==> config.mk <==
export PLATFORM = sky130hd
export DESIGN_NAME = one_wire_pulse_dimming_control_top_flat
export DESIGN_NICKNAME = d
export VERILOG_FILES = /design/src/rtl/owpd_pkg.sv /design/src/rtl/owpd_if.sv /design/src/rtl/one_wire_pulse_dimming_control_top.sv /design/src/rtl/owpd_front.sv /design/src/rtl/owpd_queue.sv /design/src/rtl/owpd_back.sv /design/src/flat_wrapper.sv
export SDC_FILE = /design/constraint.sdc
export NUM_CORES = 1
export LEC_CHECK = 0
export ABC_AREA = 1
export BUFFER_PORTS_ARGS = -buffer_cell sky130_fd_sc_hd__buf_2
export CAP_MARGIN = 5
export CORE_MARGIN = 2
export CORE_UTILIZATION = 40
export CTS_CLUSTER_DIAMETER = 120
export DETAILED_ROUTE_END_ITERATION = 8
export GPL_TIMING_DRIVEN = 0
export SLEW_MARGIN = 5
export SYNTH_ARGS = -nofsm -noshare
export SYNTH_HDL_FRONTEND = slang
export SYNTH_SLANG_ARGS = --single-unit
==> constraint.sdc <==
create_clock -name clk -period 6.36 [get_ports clk]
set_input_delay 1.908 -clock clk [delete_from_list [all_inputs] [get_ports clk]]
set_output_delay 1.908 -clock clk [all_outputs]
set_load 0.005 [all_outputs]
==> src/rtl/owpd_pkg.sv <==
package owpd_pkg;

    localparam int TABLE_ENTRIES = 22;
    localparam int LEVEL_STEPS   = 32;
    localparam int MAX_LEVEL     = 32;
    localparam int FULL_REQ      = 255;
    localparam int QUEUE_DEPTH   = 2;
    localparam int QPTR_W        = $clog2(QUEUE_DEPTH);
    localparam int QCNT_W        = $clog2(QUEUE_DEPTH + 1);

    localparam logic [7:0] THR_REQ [TABLE_ENTRIES] = '{
        8'd20,  8'd27,  8'd39,  8'd51,  8'd63,  8'd75,  8'd87,  8'd99,
        8'd111, 8'd123, 8'd135, 8'd147, 8'd159, 8'd171, 8'd183, 8'd195,
        8'd207, 8'd220, 8'd230, 8'd235, 8'd240, 8'd255
    };
    localparam logic [5:0] THR_LVL [TABLE_ENTRIES] = '{
        6'd29, 6'd29, 6'd28, 6'd28, 6'd27, 6'd26, 6'd25, 6'd22,
        6'd20, 6'd18, 6'd17, 6'd16, 6'd16, 6'd14, 6'd14, 6'd12,
        6'd12, 6'd11, 6'd10, 6'd9,  6'd8,  6'd3
    };

    localparam logic CFG_IDX_DIMMING = 1'b0;
    localparam logic CFG_IDX_MIN     = 1'b1;

    typedef enum logic [1:0] {
        OP_UPDATE  = 2'd0,
        OP_SUSPEND = 2'd1,
        OP_RESUME  = 2'd2,
        OP_MANUAL  = 2'd3
    } op_t;

    typedef enum logic [1:0] {
        ACT_LOW_HOLD = 2'd0,
        ACT_LOW      = 2'd1,
        ACT_PULSE    = 2'd2
    } action_t;

    typedef enum logic [1:0] {
        ST_IDLE,
        ST_LEAD,
        ST_PULSE
    } back_state_t;

    typedef struct packed {
        logic [5:0] dimming_level;
        logic [7:0] min_brightness;
    } cfg_t;

    typedef struct packed {
        logic       lead;
        action_t    lead_action;
        logic [5:0] count;
        logic [5:0] level;
        logic [7:0] bright;
    } job_t;

    function automatic logic [5:0] owpd_target(
        input logic [7:0] req,
        input logic [2:0] flags,
        input cfg_t       cfg
    );
        logic [5:0] t;
        t = 6'd0;
        if (!flags[0] || !flags[1] || flags[2] || req == 8'd0) begin
            t = 6'd0;
        end else if (req < cfg.min_brightness) begin
            t = (cfg.dimming_level > 6'(MAX_LEVEL)) ? 6'(MAX_LEVEL) : cfg.dimming_level;
        end else if (req == 8'(FULL_REQ)) begin
            t = THR_LVL[TABLE_ENTRIES - 1];
        end else begin
            for (int i = TABLE_ENTRIES - 1; i >= 0; i--) begin
                if (req <= THR_REQ[i]) begin
                    t = THR_LVL[i];
                end
            end
        end
        return t;
    endfunction

    function automatic logic [5:0] owpd_steps(
        input logic [5:0] cur,
        input logic [5:0] tgt
    );
        logic [6:0] diff;
        logic [6:0] n;
        diff = 7'd0;
        if (cur <= tgt) begin
            n = {1'b0, tgt} - {1'b0, cur};
        end else begin
            diff = ({1'b0, cur} - {1'b0, tgt}) % 7'(LEVEL_STEPS);
            n    = (7'(LEVEL_STEPS) - diff) % 7'(LEVEL_STEPS);
        end
        if (n > 7'(MAX_LEVEL)) begin
            n = 7'(MAX_LEVEL);
        end
        return n[5:0];
    endfunction

endpackage

==> src/rtl/owpd_if.sv <==
interface owpd_req_if;
    logic       valid;
    logic       ready;
    logic [1:0] operation;
    logic [7:0] brightness;
    logic       power_unblank;
    logic       fb_unblank;
    logic       core_suspended;
    logic [5:0] manual_pulses;

    modport source (
        output valid, operation, brightness, power_unblank, fb_unblank,
               core_suspended, manual_pulses,
        input  ready
    );
    modport sink (
        input  valid, operation, brightness, power_unblank, fb_unblank,
               core_suspended, manual_pulses,
        output ready
    );
endinterface

interface owpd_res_if;
    logic       valid;
    logic       ready;
    logic [1:0] action;
    logic       last;
    logic [5:0] level;
    logic [7:0] reported_brightness;

    modport source (
        output valid, action, last, level, reported_brightness,
        input  ready
    );
    modport sink (
        input  valid, action, last, level, reported_brightness,
        output ready
    );
endinterface

==> src/rtl/one_wire_pulse_dimming_control_top.sv <==
// Turns brightness, suspend, resume and manual-pulse requests into line events for a
// one-wire pulse-count backlight chip: drive low with hold, drive low, or one pulse.
// A request is accepted whenever the two-entry job queue has room, so requests can
// arrive every cycle until the queue fills; the result sequencer then emits one result
// per cycle while the receiver is ready, 0 to 33 per request (up to 32 pulses, plus a
// leading low hold for a manual count), and starts the next queued job in the cycle
// after the last result of the previous one is taken. Every result of a request
// carries the level in effect after it and the last brightness requested.
module one_wire_pulse_dimming_control_top
    import owpd_pkg::*;
(
    input  logic        clk,
    input  logic        rst_n,
    owpd_req_if.sink    req,
    owpd_res_if.source  res,
    input  logic        cfg_we,
    input  logic        cfg_index,
    input  logic [7:0]  cfg_data
);

    logic [5:0] dimming_reg;
    logic [7:0] min_reg;
    cfg_t       cfg;
    logic       push;
    job_t       push_job;
    logic       q_full;
    logic       q_empty;
    logic       pop;
    job_t       q_head;

    assign cfg.dimming_level  = dimming_reg;
    assign cfg.min_brightness = min_reg;

    always_ff @(posedge clk or negedge rst_n)
    begin
        if (!rst_n)
        begin
            dimming_reg <= 6'd32;
            min_reg     <= 8'd20;
        end
        else if (cfg_we)
        begin
            case (cfg_index)
                CFG_IDX_DIMMING: dimming_reg <= cfg_data[5:0];
                CFG_IDX_MIN:     min_reg     <= cfg_data;
                default:
                begin
                end
            endcase
        end
    end

    owpd_front u_front (
        .clk      (clk),
        .rst_n    (rst_n),
        .cfg      (cfg),
        .req      (req),
        .q_full   (q_full),
        .push     (push),
        .push_job (push_job)
    );

    owpd_queue u_queue (
        .clk      (clk),
        .rst_n    (rst_n),
        .push     (push),
        .push_job (push_job),
        .full     (q_full),
        .pop      (pop),
        .empty    (q_empty),
        .head     (q_head)
    );

    owpd_back u_back (
        .clk     (clk),
        .rst_n   (rst_n),
        .q_empty (q_empty),
        .q_head  (q_head),
        .pop     (pop),
        .res     (res)
    );

    a_final_hold_level_zero: assert property (@(posedge clk) disable iff (!rst_n)
        res.valid && res.action == ACT_LOW_HOLD && res.last |-> res.level == 6'd0)
        else $error("final low-hold result with nonzero level");

    a_level_in_range: assert property (@(posedge clk) disable iff (!rst_n)
        res.valid |-> res.level <= 6'(MAX_LEVEL))
        else $error("result level above maximum");

    a_suspend_single: assert property (@(posedge clk) disable iff (!rst_n)
        res.valid && res.action == ACT_LOW |-> res.last && res.level == 6'd0)
        else $error("drive-low result not a single final result at level zero");

    a_no_push_when_full: assert property (@(posedge clk) disable iff (!rst_n)
        q_full && !pop |=> !(push && q_full) || pop)
        else $error("job pushed into full queue");

endmodule

==> src/rtl/owpd_front.sv <==
module owpd_front
    import owpd_pkg::*;
(
    input  logic          clk,
    input  logic          rst_n,
    input  cfg_t          cfg,
    owpd_req_if.sink      req,
    input  logic          q_full,
    output logic          push,
    output job_t          push_job
);

    logic [5:0] level_reg;
    logic [5:0] level_next;
    logic       resumed_reg;
    logic       resumed_next;
    logic [7:0] bright_reg;
    logic [7:0] bright_next;
    logic [2:0] flags_reg;
    logic [2:0] flags_next;

    logic       accept;
    op_t        op;
    logic       apply_en;
    logic [5:0] tgt;
    logic [5:0] steps;
    logic       has_job;

    assign req.ready = !q_full;
    assign accept    = req.valid && req.ready;
    assign op        = op_t'(req.operation);

    always_comb
    begin
        bright_next  = bright_reg;
        flags_next   = flags_reg;
        resumed_next = resumed_reg;
        level_next   = level_reg;
        apply_en     = 1'b0;
        has_job      = 1'b0;
        push_job     = '0;

        unique case (op)
            OP_UPDATE:
            begin
                bright_next = req.brightness;
                flags_next  = {req.core_suspended, req.fb_unblank, req.power_unblank};
                apply_en    = resumed_reg;
            end
            OP_SUSPEND:
            begin
                resumed_next         = 1'b0;
                level_next           = 6'd0;
                has_job              = 1'b1;
                push_job.lead        = 1'b1;
                push_job.lead_action = ACT_LOW;
                push_job.count       = 6'd0;
            end
            OP_RESUME:
            begin
                resumed_next = 1'b1;
                apply_en     = 1'b1;
            end
            OP_MANUAL:
            begin
                if (req.manual_pulses >= 6'd1 && req.manual_pulses <= 6'(MAX_LEVEL))
                begin
                    has_job              = 1'b1;
                    push_job.lead        = 1'b1;
                    push_job.lead_action = ACT_LOW_HOLD;
                    push_job.count       = req.manual_pulses;
                end
            end
            default:
            begin
            end
        endcase

        tgt   = owpd_target(bright_next, flags_next, cfg);
        steps = owpd_steps(level_reg, tgt);

        if (apply_en && tgt != level_reg)
        begin
            if (tgt == 6'd0)
            begin
                level_next           = 6'd0;
                has_job              = 1'b1;
                push_job.lead        = 1'b1;
                push_job.lead_action = ACT_LOW_HOLD;
                push_job.count       = 6'd0;
            end
            else if (steps != 6'd0)
            begin
                level_next           = tgt;
                has_job              = 1'b1;
                push_job.lead        = 1'b0;
                push_job.lead_action = ACT_PULSE;
                push_job.count       = steps;
            end
        end

        push_job.level  = level_next;
        push_job.bright = bright_next;
    end

    assign push = accept && has_job;

    always_ff @(posedge clk or negedge rst_n)
    begin
        if (!rst_n)
        begin
            level_reg   <= 6'd17;
            resumed_reg <= 1'b1;
            bright_reg  <= 8'd0;
            flags_reg   <= 3'b011;
        end
        else if (accept)
        begin
            level_reg   <= level_next;
            resumed_reg <= resumed_next;
            bright_reg  <= bright_next;
            flags_reg   <= flags_next;
        end
    end

endmodule

==> src/rtl/owpd_queue.sv <==
module owpd_queue
    import owpd_pkg::*;
(
    input  logic clk,
    input  logic rst_n,
    input  logic push,
    input  job_t push_job,
    output logic full,
    input  logic pop,
    output logic empty,
    output job_t head
);

    job_t              entry_reg [QUEUE_DEPTH];
    logic [QPTR_W-1:0] wr_ptr_reg;
    logic [QPTR_W-1:0] rd_ptr_reg;
    logic [QCNT_W-1:0] cnt_reg;
    logic              do_push;
    logic              do_pop;

    assign full    = (cnt_reg == QCNT_W'(QUEUE_DEPTH));
    assign empty   = (cnt_reg == '0);
    assign head    = entry_reg[rd_ptr_reg];
    assign do_push = push && !full;
    assign do_pop  = pop && !empty;

    always_ff @(posedge clk)
    begin
        if (do_push)
        begin
            entry_reg[wr_ptr_reg] <= push_job;
        end
    end

    always_ff @(posedge clk or negedge rst_n)
    begin
        if (!rst_n)
        begin
            wr_ptr_reg <= '0;
            rd_ptr_reg <= '0;
            cnt_reg    <= '0;
        end
        else
        begin
            if (do_push)
            begin
                wr_ptr_reg <= (wr_ptr_reg == QPTR_W'(QUEUE_DEPTH - 1)) ? '0 : wr_ptr_reg + 1'b1;
            end
            if (do_pop)
            begin
                rd_ptr_reg <= (rd_ptr_reg == QPTR_W'(QUEUE_DEPTH - 1)) ? '0 : rd_ptr_reg + 1'b1;
            end
            case ({do_push, do_pop})
                2'b10:   cnt_reg <= cnt_reg + 1'b1;
                2'b01:   cnt_reg <= cnt_reg - 1'b1;
                default: cnt_reg <= cnt_reg;
            endcase
        end
    end

endmodule

==> src/rtl/owpd_back.sv <==
module owpd_back
    import owpd_pkg::*;
(
    input  logic        clk,
    input  logic        rst_n,
    input  logic        q_empty,
    input  job_t        q_head,
    output logic        pop,
    owpd_res_if.source  res
);

    back_state_t state_reg;
    back_state_t state_next;
    back_state_t start_state;
    job_t        job_reg;
    logic [5:0]  left_reg;
    logic        fire;
    logic        is_last;
    logic        load;

    assign start_state = q_head.lead ? ST_LEAD : ST_PULSE;
    assign fire        = res.valid && res.ready;
    assign load        = !q_empty && ((state_reg == ST_IDLE) || (fire && is_last));
    assign pop         = load;

    always_comb
    begin
        state_next = state_reg;
        unique case (state_reg)
            ST_IDLE:
            begin
                if (!q_empty)
                begin
                    state_next = start_state;
                end
            end
            ST_LEAD, ST_PULSE:
            begin
                if (fire)
                begin
                    if (is_last)
                    begin
                        state_next = q_empty ? ST_IDLE : start_state;
                    end
                    else
                    begin
                        state_next = ST_PULSE;
                    end
                end
            end
            default:
            begin
                state_next = ST_IDLE;
            end
        endcase
    end

    always_comb
    begin
        res.valid               = 1'b0;
        res.action              = ACT_PULSE;
        is_last                 = 1'b0;
        unique case (state_reg)
            ST_IDLE:
            begin
            end
            ST_LEAD:
            begin
                res.valid  = 1'b1;
                res.action = job_reg.lead_action;
                is_last    = (job_reg.count == 6'd0);
            end
            ST_PULSE:
            begin
                res.valid  = 1'b1;
                res.action = ACT_PULSE;
                is_last    = (left_reg == 6'd1);
            end
            default:
            begin
            end
        endcase
        res.last                = is_last;
        res.level               = job_reg.level;
        res.reported_brightness = job_reg.bright;
    end

    always_ff @(posedge clk or negedge rst_n)
    begin
        if (!rst_n)
        begin
            state_reg <= ST_IDLE;
            left_reg  <= 6'd0;
        end
        else
        begin
            state_reg <= state_next;
            if (load)
            begin
                left_reg <= q_head.count;
            end
            else if (fire && state_reg == ST_PULSE)
            begin
                left_reg <= left_reg - 6'd1;
            end
        end
    end

    always_ff @(posedge clk)
    begin
        if (load)
        begin
            job_reg <= q_head;
        end
    end

endmodule

==> src/flat_wrapper.sv <==
// flat-port wrapper written by rule: the top's interface ports become plain ports
module one_wire_pulse_dimming_control_top_flat import owpd_pkg::*;
  (clk, rst_n, cfg_we, cfg_index, cfg_data, req_valid, req_operation, req_brightness, req_power_unblank, req_fb_unblank, req_core_suspended, req_manual_pulses, req_ready, res_valid, res_action, res_last, res_level, res_reported_brightness, res_ready);
  owpd_req_if req_i ();
  owpd_res_if res_i ();
  input  logic clk;
  input  logic rst_n;
  input  logic cfg_we;
  input  logic cfg_index;
  input  logic [7:0] cfg_data;
  input wire logic [$bits(req_i.valid)-1:0] req_valid;
  input wire logic [$bits(req_i.operation)-1:0] req_operation;
  input wire logic [$bits(req_i.brightness)-1:0] req_brightness;
  input wire logic [$bits(req_i.power_unblank)-1:0] req_power_unblank;
  input wire logic [$bits(req_i.fb_unblank)-1:0] req_fb_unblank;
  input wire logic [$bits(req_i.core_suspended)-1:0] req_core_suspended;
  input wire logic [$bits(req_i.manual_pulses)-1:0] req_manual_pulses;
  output wire logic [$bits(req_i.ready)-1:0] req_ready;
  output wire logic [$bits(res_i.valid)-1:0] res_valid;
  output wire logic [$bits(res_i.action)-1:0] res_action;
  output wire logic [$bits(res_i.last)-1:0] res_last;
  output wire logic [$bits(res_i.level)-1:0] res_level;
  output wire logic [$bits(res_i.reported_brightness)-1:0] res_reported_brightness;
  input wire logic [$bits(res_i.ready)-1:0] res_ready;
  assign req_i.valid = req_valid;
  assign req_i.operation = req_operation;
  assign req_i.brightness = req_brightness;
  assign req_i.power_unblank = req_power_unblank;
  assign req_i.fb_unblank = req_fb_unblank;
  assign req_i.core_suspended = req_core_suspended;
  assign req_i.manual_pulses = req_manual_pulses;
  assign req_ready = req_i.ready;
  assign res_valid = res_i.valid;
  assign res_action = res_i.action;
  assign res_last = res_i.last;
  assign res_level = res_i.level;
  assign res_reported_brightness = res_i.reported_brightness;
  assign res_i.ready = res_ready;
  one_wire_pulse_dimming_control_top u_core (.clk(clk), .rst_n(rst_n), .req(req_i), .res(res_i), .cfg_we(cfg_we), .cfg_index(cfg_index), .cfg_data(cfg_data));
endmodule
# Word level (Yosys, flattened, before mapping)
# Memory sizes are Yosys's and may differ from the RTL's.
# Index checks and enable logic that the tools add are counted.
word_totals:
  latchBits: 0
  romBits: 0
  in_bits: 33
  ff_bits: 66
  word_cells: 161
  out_inout_bits: 19
  n_memories: 1
  mem_bits_rw: 46
mem_list:
  columns: ["memory", "depth", "word_bits", "rd", "rd_ports_with_merged_regs", "write_ports", "line_no", "source"]
  rows:
  - ["u_core.u_queue.entry_reg", 2, 23, 1, 0, 1, "owpd_queue.sv:14", "job_t entry_reg [QUEUE_DEPTH];"]
op_classes:
  bitwise_logic: 1
  muxes: 62
  n_lt_le_gt_ge: 28
  n_div: 0
  addsub: 8
  eq_ne: 13
  n_mul: 0
  n_reduce_logical: 33
  n_shift: 0
ops:
  columns: ["cell", "n"]
  rows:
  - ["$mux W6", 32]
  - ["$le A8 B8 Y1 const B", 12]
  - ["$le A8 B7 Y1 const B", 5]
  - ["$mux W9", 4]
  - ["$le A8 B6 Y1 const B", 3]
  - ["$pmux W9 S2", 1]
  - ["$le A8 B5 Y1 const B", 2]
  - ["$mux W2", 7]
  - ["$logic_not A6 Y1", 2]
  - ["$eq A2 B2 Y1 const B", 5]
  - ["$logic_and A1 B1 Y1", 10]
  - ["$mux W1", 9]
  - ["$eq A8 B8 Y1 const B", 1]
  - ["$logic_not A8 Y1", 1]
  - ["$lt A8 B8 Y1", 1]
  - ["$mux W8", 1]
  - ["$pmux W1 S2", 4]
  - ["$pmux W2 S2", 2]
  - ["$reduce_and A2 Y1", 4]
  - ["$gt A7 B6 Y1 const B", 1]
  - ["$mux W7", 1]
  - ["$sub A6 B6 Y7", 1]
  - ["$eq A2 B1 Y1 const B", 3]
  - ["$eq A6 B1 Y1 const B", 1]
  - ["21 further kinds", 32]

# Depth between registers and ports, before layout
# Gate-level depths: netlist (run 1).
logic_depth:
  word_depth: 41
  mapped_depth: 40
  mapped_depth_nobuf: 39

# Cells and area by module
# A second synthesis (run 1) with hierarchy kept.
hier_totals:
  cells_unflattened: 796
  hier_area_um2: 6571.3
by_module_without_submodules:
  columns: ["mod", "cells_per_inst", "seq_area_each_um2", "area_each_um2", "instances"]
  rows:
  - ["owpd_front", 431, 456.7, 2514.9, 1]
  - ["owpd_queue", 153, 1481.4, 1929.4, 1]
  - ["owpd_back", 150, 860.8, 1511.4, 1]
  - ["one_wire_pulse_dimming_control_top", 62, 354.1, 615.6, 1]

# Least setup slack after synthesis (run 1)
# No wires, ideal clock.
synth_timing:
  kind: "input port to flip-flop"
  start: "input port req_operation[0]"
  end: "memory u_core.u_queue.entry_reg[1][0] (netlist name) (enable)"
  arrival_ps: 6256
  slack_ps: -298
  required_ps: 5957
  path_buffers: 2
  path_stages: 27
  setup_time_ps: 403
  path_cell_list: "inv_1 ha_1 buf_6 buf_6 o21ai_4 ha_1 a21oi_1 o31a_1 nand2_2 inv_1 nand2_1 nand3_1 inv_1 ha_1 a21oi_1 nand2_1 a21oi_1 o21bai_1 a21oi_1 o21ai_0 nand2_1 inv_1 nor2_1 inv_1 nand3_1 nand2_1 nor2_1"
synth_lines:
  columns: ["item", "line_no", "source"]
  rows:
  - ["start, declared", "flat_wrapper.sv:12", "input wire logic [$bits(req_i.operation)-1:0] req_operation;"]
  - ["end, declared", "owpd_queue.sv:14", null]

# Worst setup path after layout (run 1)
layout_timing:
  start: "input port req_operation[1]"
  end: "register u_core.u_queue.cnt_reg[1]"
layout_between:
  elab_chain_cells: 41
  elab_cells_between_ends: 83
  cone_classes: "add/sub: 3; order compare: 25; eq/ne: 7; mux: 35; reduce/logical: 13"
layout_lines:
  columns: ["item", "line_no", "source"]
  rows:
  - ["$logic_not A2 Y1", "owpd_front.sv:43", "unique case (op)"]
  - ["$mux W8", "owpd_front.sv:43", null]
  - ["$le A8 B8 Y1", "owpd_pkg.sv:72", "if (req <= THR_REQ[i]) begin"]
  - ["$mux W2", "owpd_pkg.sv:72", null]
  - ["$mux W6 (21 in series)", "owpd_pkg.sv:72", null]
  - ["$mux W6", "owpd_pkg.sv:68", "end else if (req == 8'(FULL_REQ)) begin"]
  - ["$mux W6", "owpd_pkg.sv:66", "end else if (req < cfg.min_brightness) begin"]
  - ["$mux W6", "owpd_pkg.sv:64", "if (!flags[0] || !flags[1] || flags[2] || req == 8'd0) begin"]
  - ["[... 5 more ...]", null, null]
  - ["$reduce_bool A6 Y1", "owpd_front.sv:92", "else if (steps != 6'd0)"]
  - ["$mux W1", "owpd_front.sv:92", null]
  - ["$mux W1", "owpd_front.sv:84", "if (tgt == 6'd0)"]
  - ["$mux W1 (*)", "owpd_front.sv:82", "if (apply_en && tgt != level_reg)"]
  - ["$logic_and A1 B1 Y1 (*)", "owpd_front.sv:106", "assign push = accept && has_job;"]
  - ["$logic_and A1 B1 Y1 (*)", "owpd_queue.sv:24", "assign do_push = push && !full;"]
  - ["$eq A2 B1 Y1 or $eq A2 B2 Y1 (tied branches)", "owpd_queue.sv:53", "case ({do_push, do_pop})"]
  - ["$pmux W2 S2 or $reduce_bool A2 Y1 (tied branches)", null, null]
  - ["end signal, assigned", "owpd_queue.sv:54", "2'b10: cnt_reg <= cnt_reg + 1'b1;"]
  - ["end signal, assigned", "owpd_queue.sv:55", "2'b01: cnt_reg <= cnt_reg - 1'b1;"]
  - ["end signal, assigned", "owpd_queue.sv:56", "default: cnt_reg <= cnt_reg;"]
  - ["end, declared", "owpd_queue.sv:17", "logic [QCNT_W-1:0] cnt_reg;"]
# Mark *: on every way between the ends. The rest lies on a longest branch, timed or not.
# A chain may end at the register's enable or synchronous reset.

==> reports/metrics.yaml, run 1 <==
status: "completed"
synth_top_area_cell: "edfxtp_1"
crit_fanout: 8
via_per_inst: 4.93
slowest_stage: "fa_2"
drv_cap: 0
cts_buffers: 9
drive_gt1_share_pct: 25.4
root_buffer: "clkbuf_16"
finalMaxSlewViolations: 0
crit_arrival_ns: 6.32
grt_max_degree: 45
overflow: 0
setup_viol: 0
num-fill-cells: 1418
yosysMostFrequentCell: "nand2_1"
finalInstanceArea_um2: 7200
die_w_um: 127
start_util_pct: 40.6
utilization_pct: 47.9
antenna-diode-count: 0
drtIter0Drc: 233
endpoint_kind: "flip-flop"
numClockSinks: 112
ys.warnings.count: 0
gp_congestion: 0.855
synth_edf_count: 68
cts_tree: "yes"
syn_to_final_growth_pct: 18.0
largest_reg_flops: 46
cts.clk_slew.worst_paths_ns: 0.07
antenna_found_initial: 0
chipHeight_um: 127
whs_ns: 0.484
vdd_drop_max_mv: 0.190
critPathKind: "input port to flip-flop"
p_leak_nw: 3.17
wl_per_cell_um: 14.6
finalSetupTns_ns: 0
hold_violations: 0
drt_pass1_iterations: 5
dieArea_um2: 16200
period_needed_ns: 6.08
rows: 45
synthFlopType: "edfxtp_1"
drc: 0
async_reset_ff_share_pct: 39.3
ys_types: 45
coreArea_um2: 15000
final_nets: 797
syn_nets: 720
cts_buffer_depth: 2
synthTopCellsByCount: "181 x nand2_1, 81 x inv_1, 68 x edfxtp_1"
start_kind: "input port"
vias: 4601
cp.required_ns: 6.60
finalWirelength_mm: 13.6
synth-seq-area-share_pct: 51.7
dpl.hpwl_mm: 9.68
crit_top_cell: "nand2_1"
hold_path_class: "flip-flop to flip-flop"
port_buffers: 51
slew_headroom_pct: 26.9
pin_count: 52
syn_avg_cell_area_um2: 9.20
clock_latency_ns: 0.36
cpPeakStageDelay_ns: 0.39
grt_use_total_pct: 17.6
finClkSkew_ns: 0.00882
synth_area_um2: 6100
synth.area.top_cells: "edfxtp_1 33%, dfrtp_1 15%, nand2_1 11%"
htreeDepth: 3
grt_pass1_vias: 4549
ant_nets: 0
syn_inst: 663
fmax_mhz: 164
fin_crit_sh_pct: 95.6
ys_ff_latch: 112
power_density_nw_per_um2: 412
placed_cell_area_um2: 6590
yosysTopAreaCellShare_pct: 33.5
worst_pin_slew_ns: 1.10
grt_pass1_wl_mm: 22.5
## cell families after synthesis
kind of cell / Yosys count / synth area share (%)
AND/OR/NAND/NOR: 281 / 19.5
buffers and inverters: 113 / 8.21
flip-flops: 112 / 51.7
AO/OA/AOI/OAI: 98 / 9.58
multiplexers: 25 / 4.55
adder cells (fa/ha/maj): 24 / 5.05
XOR/XNOR: 10 / 1.44
## worst paths after layout
| path | start | endpoint | slack, ns | cells past startpoint |
|---|---|---|---|---|
| min reg2reg | u_core.u_front.level_reg[4] | u_core.u_front.level_reg[4] | 0.48 | 2 |
| max in group asynchronous | rst_n | u_core.u_front.level_reg[2] | 3.92 | 1 |
| min in group asynchronous | rst_n | u_core.u_queue.wr_ptr_reg | 1.76 | 1 |
| max | req_operation[1] | u_core.u_queue.cnt_reg[1] | 0.28 | 33 |
| max reg2reg | u_core.u_front.bright_reg[6] | u_core.u_queue.cnt_reg[1] | 2.05 | 27 |
| min | u_core.u_front.level_reg[4] | u_core.u_front.level_reg[4] | 0.48 | 2 |
## area by class of cell
| cell class | instances | area, um2 | share of cell area [%] |
|---|---|---|---|
| Sequential cell | 112 | 3150 | 43.8 |
| Timing Repair Buffer | 64 | 398 | 5.53 |
| Clock inverter | 5 | 41.3 | 0.574 |
| Tap cell | 188 | 235 | 3.27 |
| Inverter | 84 | 322 | 4.47 |
| Timing Repair inverter | 1 | 7.51 | 0.104 |
| Multi-Input combinational cell | 439 | 2620 | 36.4 |
| Buffer | 29 | 190 | 2.64 |
| Clock buffer | 11 | 233 | 3.23 |
## metrics by stage
step / total power (W) / setup WS [ns] / instances
final: 0.00297 / 0.280 / 933
after global routing: 0.00320 / -0.000514 / 933
after CTS: 0.00291 / 0.0158 / 929
after detailed placement: 0.00231 / -1.14 / 902
after global placement: 0.00228 / -1.04 / 902
after floorplan: 0.00198 / 0.0734 / 663
## what timing repair did
item | in CTS | in global routing
setup endpoints to repair | 52 | 77
gates resized for setup | 9 | 37
gates cloned | 2 | 0
pin swaps | 5 | 9
buffers inserted | 9 | 4
hold buffers | 0 | 0
hold endpoints to repair | 0 | 0
## routing by layer
metal	GRT usage [%]	up-vias	part of all wire [%]
met5	0	-	0
met4	5.24	0	0.93
met3	4.10	8	4.3
met2	30.1	108	50
met1	22.2	2137	45
li1	-	2348	-
## worst max-delay path: cells and delay by family
family / cells / cell delay, ns
AOI/OAI and AO/OA: 5 / 0.76
xor gates and xnor gates: 2 / 0.31
adders and majority gates: 5 / 1.26
buffers and inverters: 8 / 0.79
and+or+nand+nor: 13 / 1.34
## cell usage in the layout (no fill, tap or decap), types with 4 or more instances in the layout
cell / netlist / routed
clkbuf_1: 9 / 11
o21ai_0: 50 / 49
clkbuf_16: 0 / 9
nand2_2: 10 / 15
nand3_1: 32 / 31
mux2_2: 22 / 22
dfstp_2: 8 / 8
buf_2: 1 / 53
dfrtp_1: 36 / 36
nand2_4: 1 / 5
ha_1: 23 / 21
nand2_1: 181 / 172
a21oi_1: 21 / 19
xor2_1: 6 / 5
inv_1: 81 / 77
nand3_2: 6 / 7
nor2_1: 40 / 35
inv_2: 3 / 5
nor2_4: 0 / 4
buf_4: 14 / 23
nor2_2: 2 / 4
xnor2_1: 4 / 4
edfxtp_1: 68 / 68
o21ai_2: 4 / 4
## power breakdown
group / leakage (nW) / switching (W) / internal (W)
registers: 1.17 / 0.0000838 / 0.00103
logic: 1.88 / 0.000812 / 0.000509
clock network: 0.134 / 0.000263 / 0.000271
total: 3.17 / 0.00116 / 0.00181
Power figures use the tool's default switching activity.
==> run 2, diff against run 1 <==
BUFFER_PORTS_ARGS = -buffer_cell sky130_fd_sc_hd__buf_4   (was -buffer_cell sky130_fd_sc_hd__buf_2)
CORE_MARGIN = unset   (was 2)
MAX_ROUTING_LAYER = met4   (was unset)
==> reports/metrics.yaml, run 2 (same netlist as run 1, synthesis figures left out) <==
status: "finished with violations"
failed_checks: "DRC"
finalInstanceArea_um2: 7380  # +2.6%
power_density_nw_per_um2: 419  # +1.7%
crit_arrival_ns: 6.13  # -0.19 ns
num-fill-cells: 1376  # -3.0%
fmax_mhz: 166  # +1.2%
critPathKind: "input port to flip-flop"
crit_top_cell: "nand2_1"
port_buffers: 51  # unchanged
slew_headroom_pct: 49.5  # +23 points
die_w_um: 125  # -1.6%
coreArea_um2: 14700  # -2.2%
layout_commonest_cell: "nand2_1"
drt_pass1_iterations: 7  # +2
placed_cells: 898  # -0.44%
hold_violations: 0  # unchanged
clock_latency_ns: 0.35  # about the same
root_buffer: "clkbuf_16"
drc: 8  # +8
finalWirelength_mm: 13.4  # -1.2%
slowest_stage: "fa_2"
rsz0062_at_grt: "false"
finClkSkew_ns: 0.00828  # -0.000537 ns
fin_crit_sh_pct: 94.5  # -1.1 points
htreeDepth: 3  # unchanged
cts_tree: "yes"
worstSetupStartpoint: "req_operation[0]"
layout_common_cells: "172 x nand2_1, 77 x inv_1, 76 x buf_4"
p_comb_share_pct: 44.4  # about the same
dieArea_um2: 15700  # -3.1%
r2r-start: "u_core.u_front.bright_reg[6]"
drtIter0Drc: 271  # +16%
endpoint_kind: "flip-flop"
chipHeight_um: 125  # -1.6%
p_leak_nw: 3.24  # +2.1%
drive_gt1_share_pct: 26.4  # +1.1 points
path_depth: 31  # -6.1%
finalNonFillerCells: 929  # -0.43%
drv_cap: 0  # unchanged
period_needed_ns: 6.01  # -0.0721 ns
cts.clk_slew.worst_paths_ns: 0.07  # about the same
cts_buffers: 9  # unchanged
finalSetupTns_ns: 0  # unchanged
grt_use_total_pct: 18.5  # +0.93 points
pwr-share-clk_pct: 19.7  # +1.7 points
grt_pass1_vias: 4454  # -2.1%
start_kind: "input port"
ant_nets: 0  # unchanged
largest_reg_flops: 46  # unchanged
reg2reg_depth: 25  # -7.4%
path_buf_inv: 12  # +4
power.switching_w: 0.00116  # +0.41%
dpl.hpwl_mm: 9.63  # -0.59%
syn_to_final_growth_pct: 21.0
p_sw_share_pct: 37.6  # -1.4 points
vdd_drop_max_mv: 0.173  # -8.9%
hold_path_class: "flip-flop to flip-flop"
worst_pin_slew_ns: 0.758  # -0.339 ns
utilization_pct: 50.2  # +2.3 points
setup_viol: 0  # unchanged
finalMaxSlewViolations: 0  # unchanged
cpPeakStageDelay_ns: 0.45  # +0.06 ns
vias: 4601  # unchanged
overflow: 0  # unchanged
placed_cell_area_um2: 6720  # +1.9%
antenna-diode-count: 0  # unchanged
p_int_w: 0.00193  # +6.7%
antenna_found_initial: 0  # unchanged
crit_end: "u_core.u_queue.entry_reg[0][8]"
pin_count: 52  # unchanged
wl_per_cell_um: 14.4  # -0.79%
crit_fanout: 10  # +2
final_nets: 797  # unchanged
seqPwrFrac_pct: 35.9  # -1.6 points
whs_ns: 0.475  # -0.00919 ns
cts_buffer_depth: 2  # unchanged
cp.required_ns: 6.48  # -0.12 ns
r2r_slack_ns: 2.14  # +0.09 ns
gp_congestion: 0.836  # -2.2%
critPathTopFamily: "simple AND/OR/NAND/NOR gates"
r2r_end: "u_core.u_queue.entry_reg[0][8]"
via_per_inst: 4.95  # +0.43%
grt_pass1_wl_mm: 21.9  # -2.5%
start_util_pct: 41.5  # +0.92 points
grt_max_degree: 45  # unchanged
rows: 44  # -2.2%
numClockSinks: 112  # unchanged
-- run 2: what timing repair did --
item / CTS / global route
resized for setup: 14 / 38
setup endpoints to repair: 48 / 74
cloned: 2 / 0
setup buffers: 8 / 6
pin swaps: 4 / 8
hold buffers: 0 / 0
-- run 2: how the worst min path moves through the flow --
stage | endpoint | cells past startpoint | startpoint | slack, ns
after CTS | u_core.u_queue.wr_ptr_reg | 2 | u_core.u_queue.wr_ptr_reg | 0.48
after floorplan | u_core.u_queue.wr_ptr_reg | 2 | u_core.u_queue.wr_ptr_reg | 0.44
after global placement | u_core.u_queue.wr_ptr_reg | 2 | u_core.u_queue.wr_ptr_reg | 0.45
final | u_core.u_queue.wr_ptr_reg | 2 | u_core.u_queue.wr_ptr_reg | 0.48
after global routing | u_core.u_queue.wr_ptr_reg | 2 | u_core.u_queue.wr_ptr_reg | 0.51
after detailed placement | u_core.u_queue.wr_ptr_reg | 2 | u_core.u_queue.wr_ptr_reg | 0.46
-- run 2: layout make-up --
cell class / instances / area (um2) / area share [%]
Clock buffer: 10 / 229 / 3.10
Buffer: 28 / 186 / 2.53
Tap cell: 184 / 230 / 3.12
Timing Repair Buffer: 65 / 520 / 7.05
Inverter: 84 / 322 / 4.36
Multi-Input combinational cell: 439 / 2640 / 35.8
Timing Repair inverter: 1 / 7.51 / 0.102
Sequential cell: 112 / 3150 / 42.7
Clock inverter: 6 / 90.1 / 1.22
-- run 2: through the flow --
step	power, W	worst slack (ns)
floorplan	0.00198	0.0734
global placement	0.00232	-1.07
detailed placement	0.00235	-1.18
CTS	0.00303	0.0602
global route	0.00332	0.0270
finish	0.00309	0.352
-- run 2: layer usage --
layer  vias up  track usage [%]  wire length, um
li1       2335                -                -
met1      2177             22.9             6310
met2        80             30.4             6460
met3         9             3.38              485
met4         0             6.53              166
met5         -                -                0
-- run 2: power groups by stage --
| stage | clock [W] | sequential, W | combinational [W] |
|---|---|---|---|
| floorplan | 0 | 0.00110 | 0.000878 |
| global placement | 0 | 0.00112 | 0.00120 |
| detailed placement | 0 | 0.00112 | 0.00122 |
| CTS | 0.000630 | 0.00111 | 0.00130 |
| global route | 0.000655 | 0.00113 | 0.00154 |
| finish | 0.000609 | 0.00111 | 0.00137 |
-- run 2: tightest hold or removal path, delay by kind of cell, from the launching register on --
family           cells  cell delay (ns)
DFF                  1             0.35
and+or+nand+nor      2             0.09
